### config.mk
export PLATFORM = sky130hd
export DESIGN_NAME = waveform_tone_sample_top
export DESIGN_NICKNAME = d
export VERILOG_FILES = /design/src/sv/wts_pkg.sv /design/src/sv/wts_cell.sv /design/src/sv/wts_shape.sv /design/src/sv/waveform_tone_sample_top.sv
export VERILOG_INCLUDE_DIRS = /design/src /design/src/sv
export SDC_FILE = /design/constraint.sdc
export NUM_CORES = 2
export LEC_CHECK = 0
export CAP_MARGIN = 20
export CORE_MARGIN = 2
export CORE_UTILIZATION = 40
export DETAILED_ROUTE_END_ITERATION = 10
export DONT_BUFFER_PORTS = 1
export HOLD_SLACK_MARGIN = 0.1
export PLACE_DENSITY_LB_ADDON = 0.25
export REMOVE_ABC_BUFFERS = 1
export SKIP_LAST_GASP = 1
export SYNTH_ARGS = -nofsm -noshare
export SYNTH_HDL_FRONTEND = slang
export SYNTH_SLANG_ARGS = --single-unit
### constraint.sdc
create_clock -name clk -period 10.35 [get_ports clk]
set_input_delay 0 -clock clk [delete_from_list [all_inputs] [get_ports clk]]
set_output_delay 0 -clock clk [all_outputs]
set_load 0.1 [all_outputs]
### src/sv/waveform_tone_sample_top_macros.svh
// assertion macros shared by the tone sample rtl
`ifndef WAVEFORM_TONE_SAMPLE_TOP_MACROS_SVH
`define WAVEFORM_TONE_SAMPLE_TOP_MACROS_SVH

`ifndef NO_ASSERTIONS

// same-cycle implication on clk, off while in reset
`define WTS_ASSERT_NOW(name, ante, cons, msg) \
  name: assert property (@(posedge clk) disable iff (!rst_n) (ante) |-> (cons)) \
    else $error(msg);

// next-cycle implication on clk, off while in reset
`define WTS_ASSERT_NEXT(name, ante, cons, msg) \
  name: assert property (@(posedge clk) disable iff (!rst_n) (ante) |=> (cons)) \
    else $error(msg);

`else

`define WTS_ASSERT_NOW(name, ante, cons, msg)
`define WTS_ASSERT_NEXT(name, ante, cons, msg)

`endif

`endif

### src/sv/wts_pkg.sv
`timescale 1ns / 1ps

package wts_pkg;

  localparam int SEL_W    = 3;
  localparam int VEL_W    = 7;
  localparam int DAC_W    = 11;
  localparam int DAC_MAX  = 1270;

  localparam logic [SEL_W-1:0] WAVE_SQUARE   = 3'd0;
  localparam logic [SEL_W-1:0] WAVE_PULSE    = 3'd1;
  localparam logic [SEL_W-1:0] WAVE_SAW      = 3'd2;
  localparam logic [SEL_W-1:0] WAVE_TRIANGLE = 3'd3;
  localparam logic [SEL_W-1:0] WAVE_SILENT   = 3'd4;

  // what rides along the modulo chain with each beat
  typedef struct packed {
    logic [SEL_W-1:0] wave;
    logic [VEL_W-1:0] vel;
  } wts_side_t;

endpackage

### src/sv/wts_cell.sv
`timescale 1ns / 1ps

`include "waveform_tone_sample_top_macros.svh"

module wts_cell
  import wts_pkg::*;
#(
  parameter int REM_W  = 16,
  parameter int DVD_W  = 32,
  parameter int SIDE_W = 1
) (
  input  logic              clk,
  input  logic              rst_n,
  input  logic              in_vld,
  input  logic [REM_W-1:0]  in_rem,
  input  logic [DVD_W-1:0]  in_dvd,
  input  logic [REM_W-1:0]  in_dvs,
  input  logic [SIDE_W-1:0] in_side,
  output logic              out_vld,
  output logic [REM_W-1:0]  out_rem,
  output logic [DVD_W-1:0]  out_dvd,
  output logic [REM_W-1:0]  out_dvs,
  output logic [SIDE_W-1:0] out_side
);

  logic              vld_r;
  logic [REM_W-1:0]  rem_r, rem_nxt;
  logic [DVD_W-1:0]  dvd_r, dvd_nxt;
  logic [REM_W-1:0]  dvs_r;
  logic [SIDE_W-1:0] side_r;

  logic [REM_W:0] trial;
  logic [REM_W:0] diff;
  logic           ge;

  // one restoring step: shift in the next dividend bit, quotient bit enters at the bottom
  always_comb begin
    trial   = {in_rem, in_dvd[DVD_W-1]};
    diff    = trial - {1'b0, in_dvs};
    ge      = trial >= {1'b0, in_dvs};
    rem_nxt = ge ? diff[REM_W-1:0] : trial[REM_W-1:0];
    dvd_nxt = {in_dvd[DVD_W-2:0], ge};
  end

  always_ff @(posedge clk) begin
    if (!rst_n) begin
      vld_r <= 1'b0;
    end else begin
      vld_r <= in_vld;
    end
  end

  always_ff @(posedge clk) begin
    rem_r  <= rem_nxt;
    dvd_r  <= dvd_nxt;
    dvs_r  <= in_dvs;
    side_r <= in_side;
  end

  assign out_vld  = vld_r;
  assign out_rem  = rem_r;
  assign out_dvd  = dvd_r;
  assign out_dvs  = dvs_r;
  assign out_side = side_r;

  `WTS_ASSERT_NEXT(a_vld_moves, in_vld, vld_r, "cell dropped a beat")
  `WTS_ASSERT_NEXT(a_no_ghost, !in_vld, !vld_r, "cell invented a beat")
  `WTS_ASSERT_NOW(a_rem_below_dvs, vld_r && (dvs_r != '0), rem_r < dvs_r,
                  "partial remainder not below divisor")

endmodule

### src/sv/wts_shape.sv
`timescale 1ns / 1ps

module wts_shape
  import wts_pkg::*;
#(
  parameter int PB = 16
) (
  input  logic             clk,
  input  logic             rst_n,
  input  logic             in_vld,
  input  logic [PB-1:0]    in_phase,
  input  logic [PB-1:0]    in_dvs,
  input  wts_side_t        in_side,
  output logic             out_vld,
  output logic [PB-1:0]    out_rem,
  output logic [DAC_W-1:0] out_dvd,
  output logic [PB-1:0]    out_dvs,
  output logic             out_zero
);

  logic             vld_a_r, vld_b_r;
  logic [DAC_W-1:0] amp_r, amp_nxt;
  logic [PB-1:0]    x_r, x_nxt;
  logic [PB-1:0]    dvs_a_r, dvs_b_r;
  logic             zero_a_r, zero_b_r;
  logic [PB+DAC_W-1:0] prod_r, prod_nxt;

  logic [PB:0]   two_c;
  logic [PB+1:0] four_c;
  logic [PB:0]   fall;
  logic          first_half;
  logic          first_quarter;

  always_comb begin
    amp_nxt       = {1'b0, in_side.vel, 3'b000} + {3'b000, in_side.vel, 1'b0};
    two_c         = {in_phase, 1'b0};
    four_c        = {in_phase, 2'b00};
    first_half    = two_c < {1'b0, in_dvs};
    first_quarter = four_c < {2'b00, in_dvs};
    fall          = {in_dvs, 1'b0} - two_c;
    // x is the fraction numerator over the period, never above the period
    unique case (in_side.wave)
      WAVE_SQUARE:   x_nxt = first_half ? in_dvs : '0;
      WAVE_PULSE:    x_nxt = first_quarter ? in_dvs : '0;
      WAVE_SAW:      x_nxt = in_phase;
      WAVE_TRIANGLE: x_nxt = first_half ? two_c[PB-1:0] : fall[PB-1:0];
      default:       x_nxt = '0;
    endcase
    prod_nxt = {{PB{1'b0}}, amp_r} * {{DAC_W{1'b0}}, x_r};
  end

  always_ff @(posedge clk) begin
    if (!rst_n) begin
      vld_a_r <= 1'b0;
      vld_b_r <= 1'b0;
    end else begin
      vld_a_r <= in_vld;
      vld_b_r <= vld_a_r;
    end
  end

  always_ff @(posedge clk) begin
    amp_r    <= amp_nxt;
    x_r      <= x_nxt;
    dvs_a_r  <= in_dvs;
    zero_a_r <= in_dvs == '0;
    prod_r   <= prod_nxt;
    dvs_b_r  <= dvs_a_r;
    zero_b_r <= zero_a_r;
  end

  // quotient stays below 2^DAC_W, so the upper product bits start as a remainder below the period
  assign out_vld  = vld_b_r;
  assign out_rem  = prod_r[PB+DAC_W-1:DAC_W];
  assign out_dvd  = prod_r[DAC_W-1:0];
  assign out_dvs  = dvs_b_r;
  assign out_zero = zero_b_r;

endmodule

### src/sv/waveform_tone_sample_top.sv
`timescale 1ns / 1ps

// Tone sample generator. Every cycle it can take a beat (tick count, period, velocity), and it
// later shows that beat's dac sample on out_dac_value with out_strobe high for exactly one
// cycle; busy stays low, so a new beat may start in every cycle and the receiver must take
// each sample as it appears. The pipeline is two chains of restoring-division cells with
// waveform shaping between them: one cell per tick count bit for the phase (tick count modulo
// period), two cells of waveform shaping and multiply, and one cell per output bit for the
// final divide by the period. The waveform select register is sampled when a beat starts.

`include "waveform_tone_sample_top_macros.svh"

module waveform_tone_sample_top
  import wts_pkg::*;
#(
  parameter int COUNT_BITS  = 32,
  parameter int PERIOD_BITS = 16
) (
  input  logic                   clk,
  input  logic                   rst_n,
  input  logic                   start,
  output logic                   busy,
  input  logic [COUNT_BITS-1:0]  in_tick_count,
  input  logic [PERIOD_BITS-1:0] in_period_ticks,
  input  logic [VEL_W-1:0]       in_velocity,
  input  logic                   cfg_wr_en,
  input  logic [SEL_W-1:0]       cfg_wr_data,
  output logic                   out_strobe,
  output logic [DAC_W-1:0]       out_dac_value
);

  localparam int SIDE_W = $bits(wts_side_t);
  localparam int LAT    = COUNT_BITS + 2 + DAC_W;

  logic [SEL_W-1:0] wave_r;

  always_ff @(posedge clk) begin
    if (!rst_n) begin
      wave_r <= WAVE_SQUARE;
    end else if (cfg_wr_en) begin
      wave_r <= cfg_wr_data;
    end
  end

  assign busy = 1'b0;

  // phase chain: tick count modulo period
  logic                   m_vld  [0:COUNT_BITS];
  logic [PERIOD_BITS-1:0] m_rem  [0:COUNT_BITS];
  logic [COUNT_BITS-1:0]  m_dvd  [0:COUNT_BITS];
  logic [PERIOD_BITS-1:0] m_dvs  [0:COUNT_BITS];
  logic [SIDE_W-1:0]      m_side [0:COUNT_BITS];
  wts_side_t              side_in;
  wts_side_t              side_out;

  always_comb begin
    side_in.wave = wave_r;
    side_in.vel  = in_velocity;
  end

  assign m_vld[0]  = start & ~busy;
  assign m_rem[0]  = '0;
  assign m_dvd[0]  = in_tick_count;
  assign m_dvs[0]  = in_period_ticks;
  assign m_side[0] = side_in;

  for (genvar i = 0; i < COUNT_BITS; i++) begin : g_mod
    wts_cell #(
      .REM_W  (PERIOD_BITS),
      .DVD_W  (COUNT_BITS),
      .SIDE_W (SIDE_W)
    ) u_cell (
      .clk      (clk),
      .rst_n    (rst_n),
      .in_vld   (m_vld[i]),
      .in_rem   (m_rem[i]),
      .in_dvd   (m_dvd[i]),
      .in_dvs   (m_dvs[i]),
      .in_side  (m_side[i]),
      .out_vld  (m_vld[i+1]),
      .out_rem  (m_rem[i+1]),
      .out_dvd  (m_dvd[i+1]),
      .out_dvs  (m_dvs[i+1]),
      .out_side (m_side[i+1])
    );
  end

  assign side_out = m_side[COUNT_BITS];

  // quotient chain: amplitude times fraction, divided by the period
  logic                   q_vld  [0:DAC_W];
  logic [PERIOD_BITS-1:0] q_rem  [0:DAC_W];
  logic [DAC_W-1:0]       q_dvd  [0:DAC_W];
  logic [PERIOD_BITS-1:0] q_dvs  [0:DAC_W];
  logic                   q_zero [0:DAC_W];

  wts_shape #(
    .PB (PERIOD_BITS)
  ) u_shape (
    .clk      (clk),
    .rst_n    (rst_n),
    .in_vld   (m_vld[COUNT_BITS]),
    .in_phase (m_rem[COUNT_BITS]),
    .in_dvs   (m_dvs[COUNT_BITS]),
    .in_side  (side_out),
    .out_vld  (q_vld[0]),
    .out_rem  (q_rem[0]),
    .out_dvd  (q_dvd[0]),
    .out_dvs  (q_dvs[0]),
    .out_zero (q_zero[0])
  );

  for (genvar j = 0; j < DAC_W; j++) begin : g_quo
    wts_cell #(
      .REM_W  (PERIOD_BITS),
      .DVD_W  (DAC_W),
      .SIDE_W (1)
    ) u_cell (
      .clk      (clk),
      .rst_n    (rst_n),
      .in_vld   (q_vld[j]),
      .in_rem   (q_rem[j]),
      .in_dvd   (q_dvd[j]),
      .in_dvs   (q_dvs[j]),
      .in_side  (q_zero[j]),
      .out_vld  (q_vld[j+1]),
      .out_rem  (q_rem[j+1]),
      .out_dvd  (q_dvd[j+1]),
      .out_dvs  (q_dvs[j+1]),
      .out_side (q_zero[j+1])
    );
  end

  assign out_strobe    = q_vld[DAC_W];
  // zero period gives silence
  assign out_dac_value = q_zero[DAC_W] ? '0 : q_dvd[DAC_W];

  `WTS_ASSERT_NOW(a_dac_range, out_strobe, out_dac_value <= DAC_W'(DAC_MAX),
                  "sample above full scale")
  `WTS_ASSERT_NOW(a_zero_period,
                  out_strobe && $past(start && (in_period_ticks == '0), LAT),
                  out_dac_value == '0, "zero period gave a nonzero sample")
  `WTS_ASSERT_NOW(a_zero_velocity,
                  out_strobe && $past(start && (in_velocity == '0), LAT),
                  out_dac_value == '0, "zero velocity gave a nonzero sample")

endmodule

==> results_dict.tcl <==
set metrics [dict create \
    outcome "finished clean" \
    drc 0 \
    fp.coreArea_um2 238000 \
    grt_max_degree 49 \
    setup_viol 0 \
    cp-end-kind "flop" \
    p_sw_frac 0.333 \
    vias 62100 \
    final-hold-violation-count 0 \
    yosysWarnings 0 \
    fmax_ghz 0.162 \
    numPortBuffers 0 \
    layout-drive-gt1-share 0.110 \
    critical_path_arrival_ns 6.95 \
    p_leak_nw 49.3 \
    switchingPower_mw 11.7 \
    fillers 21900 \
    grt_usage 0.159 \
    min_period_ns 6.19 \
    clk_latency_ns 0.94 \
    grt_pass1_wl_um 322000 \
    ctsHtreeMaxLevel 5 \
    critical_path_class "reg -> reg" \
    row_count 179 \
    worstHoldEndpoint "g_mod[30].u_cell.out_vld" \
    cp-start-kind "flop" \
    io-pin-count 75 \
    max_slew_margin 0.277 \
    drtIter0Drc 3036 \
    synth_area_per_cell_um2 10.7 \
    cts_buffer_depth 4 \
    fin_skew_ns 0.0691 \
    reg2reg_to "u_shape.prod_r[26]" \
    multi_input_area_um2 43500 \
    path_max_fanout 16 \
    antenna_found_initial 1 \
    ys_types 88 \
    start_util 0.403 \
    internal_power_mw 23.4 \
    r2r-start "u_shape.amp_r[4]" \
    clk_pin_slew_worst_paths_ns 0.06 \
    pwr-share-seq 0.343 \
    ys_seq_elements 2416 \
    max-vdd-ir-drop_mv 0.157 \
    ys_seq_area_frac 0.504 \
    dr.pass1.iters 5 \
    hp-start "rst_n" \
    finish.utilization 0.463 \
    final_nets 10300 \
    dpl.hpwl_um 145000 \
    ff2ff_path_depth 17 \
    layout_common_cells "dfxtp_1 (2416), inv_1 (966), ha_1 (794), nor2_1 (593), mux2_2 (476)" \
    seq_area_um2 48400 \
    overflow 0 \
    clockPowerShare 0.276 \
    synthFlopType "dfxtp_1" \
    avgViaCountPerCell 4.91 \
    synthCells 8938 \
    finalMaxSlewViolations 0 \
    cts_buffers 279 \
    layout_commonest_cell "dfxtp_1" \
    place.gp.congestion 0.870 \
    combPwrFrac 0.381 \
    dieArea_um2 244000 \
    grt_pass1_vias 63500 \
    die_h_um 494 \
    root_buffer "clkbuf_16" \
    finalPower_mw 35.1 \
    synth_edf_count 0 \
    min_path_type "in -> reg" \
    die_w_um 494 \
    syn_to_final_growth_pct 15.0 \
    synthArstFlopShare 0 \
    cts_tree "done" \
    tightestPinTransition_ns 1.08 \
    whs_path_depth 2 \
    ant_nets 0 \
    netlist_area_um2 96000 \
    clock_sinks 2416 \
    rsz0062_at_grt "false" \
    routed_wl_um 196000 \
    routedWlPerCell_um 15.5 \
    fin_crit_sh 0.598 \
    p_per_area_nw_per_um2 318 \
    worstPathRequired_ns 11.11 \
    tns_ns 0 \
    max_cap_viol_count 0 \
    ff2ff_setup_slack_ns 4.16 \
]
[cells by family after synthesis]
logic type               after synthesis  synth area share
AO/OA/AOI/OAI                       1423             0.102
XOR/XNOR                             476            0.0434
adder cells (fa/ha/maj)              948             0.136
buffers and inverters               1070            0.0429
flip-flops                          2416             0.504
multiplexers                         596            0.0692
other                                  1         0.0000391
AND/OR/NAND/NOR                     2008             0.103
[metal layers]
layer / track usage / wire length (µm) / part of all wire
met5: 0 / 0 / 0
met4: 0.0507 / 5060 / 0.026
met3: 0.0274 / 7980 / 0.041
met2: 0.271 / 92600 / 0.47
met1: 0.204 / 89900 / 0.46
[cell type report]
type,instances,area share
Antenna cell,3,0.0000680
Clock buffer,381,0.0718
Clock inverter,95,0.0116
Inverter,966,0.0329
Multi-Input combinational cell,5452,0.394
Sequential cell,2416,0.438
Tap cell,3167,0.0359
Timing Repair Buffer,169,0.0152
[power by group through the flow]
stage          clock network [mW]  logic [mW]  registers, mW
6_report                     9.70        13.4           12.1
5_1_grt                      10.4        15.0           12.2
4_1_cts                      10.0        13.4           12.1
3_5_place_dp                    0        13.2           12.3
3_3_place_gp                    0        13.0           12.3
2_1_floorplan                   0        10.7           11.8
[registers in the layout, summed over array words and instances, names as in the netlist, 3 cells and up]
signal,count
g_quo.u_cell.out_dvs,160
g_quo.u_cell.out_vld,11
u_shape.prod_r,26
g_mod.u_cell.out_vld,32
wave_r,3
g_mod.u_cell.out_dvs,512
g_quo.u_cell.out_dvd,111
u_shape.dvs_a_r,16
u_shape.out_dvs,16
u_shape.x_r,16
u_shape.amp_r,10
g_mod.u_cell.out_side,320
g_mod.u_cell.out_dvd,496
g_mod.u_cell.out_rem,512
g_quo.u_cell.out_rem,160
g_quo.u_cell.out_side,11
[synthesized netlist by cell type, types with 30 or more instances]
master | number | area share
a2111oi_0 | 34 | 0.0031
a211oi_1 | 69 | 0.0054
a21boi_0 | 30 | 0.0023
a21o_1 | 44 | 0.0034
a21oi_1 | 345 | 0.018
a31oi_1 | 49 | 0.0032
and2_1 | 132 | 0.0086
and3_1 | 42 | 0.0027
buf_2 | 30 | 0.0016
clkbuf_1 | 62 | 0.0024
dfxtp_1 | 2416 | 0.50
fa_1 | 154 | 0.032
ha_1 | 794 | 0.10
inv_1 | 966 | 0.038
mux2_2 | 476 | 0.056
mux2i_1 | 99 | 0.010
nand2_1 | 352 | 0.014
nand2b_1 | 85 | 0.0055
nand3_1 | 103 | 0.0054
nand4_1 | 81 | 0.0053
nor2_1 | 593 | 0.023
nor2b_1 | 160 | 0.010
nor3_1 | 247 | 0.013
nor4_1 | 35 | 0.0023
o2111ai_1 | 37 | 0.0034
o21a_1 | 210 | 0.016
o21ai_0 | 259 | 0.014
o31a_1 | 70 | 0.0064
or2_2 | 39 | 0.0025
or3_1 | 73 | 0.0048
xnor2_1 | 384 | 0.035
xor2_1 | 92 | 0.0084
[what timing repair did]
item | in CTS | in global routing
resized for setup | 0 | 0
endpoints found under the hold margin | 118 | 0
endpoints found under the setup margin | 0 | 0
hold buffers | 154 | 0
buffers inserted | 0 | 0
[stage by stage]
| stage | std cells | hold slack [ns] | instance area, µm² | setup WS, ns |
|---|---|---|---|---|
| global route | 12600 | 0.112 | 110000 | 3.82 |
| CTS | 12600 | 0.103 | 110000 | 4.12 |
| floorplan | 8834 | 0.0277 | 95500 | 4.92 |
| finish | 12600 | 0.101 | 110000 | 4.16 |
| global placement | 12000 | 0.0278 | 99600 | 4.19 |
| detailed placement | 12000 | 0.0278 | 99600 | 4.16 |
[how the worst max path moves through the flow]
stage / start / end / slack, ns
after floorplan: u_shape.amp_r[4] / u_shape.prod_r[26] / 4.92
after global placement: u_shape.amp_r[4] / u_shape.prod_r[26] / 4.19
after detailed placement: u_shape.amp_r[4] / u_shape.prod_r[26] / 4.16
after CTS: u_shape.amp_r[4] / u_shape.prod_r[26] / 4.12
after global routing: u_shape.amp_r[4] / u_shape.prod_r[26] / 3.82
final: u_shape.amp_r[4] / u_shape.prod_r[26] / 4.16
[critical path, stage by stage (launching register included)]
cell       delay [ns]
dfxtp_1          0.83
nand2_1          0.18
fa_1             0.61
fa_1             0.45
fa_1             0.49
inv_1            0.05
fa_1             0.54
inv_1            0.06
fa_1             0.53
inv_1            0.04
ha_1             0.37
or3_1            0.37
o2111ai_1        0.18
a31oi_1          0.20
a211o_1          0.35
a221o_1          0.39
a221oi_1         0.30
xnor2_1          0.11
Power figures use the tool's default switching activity.
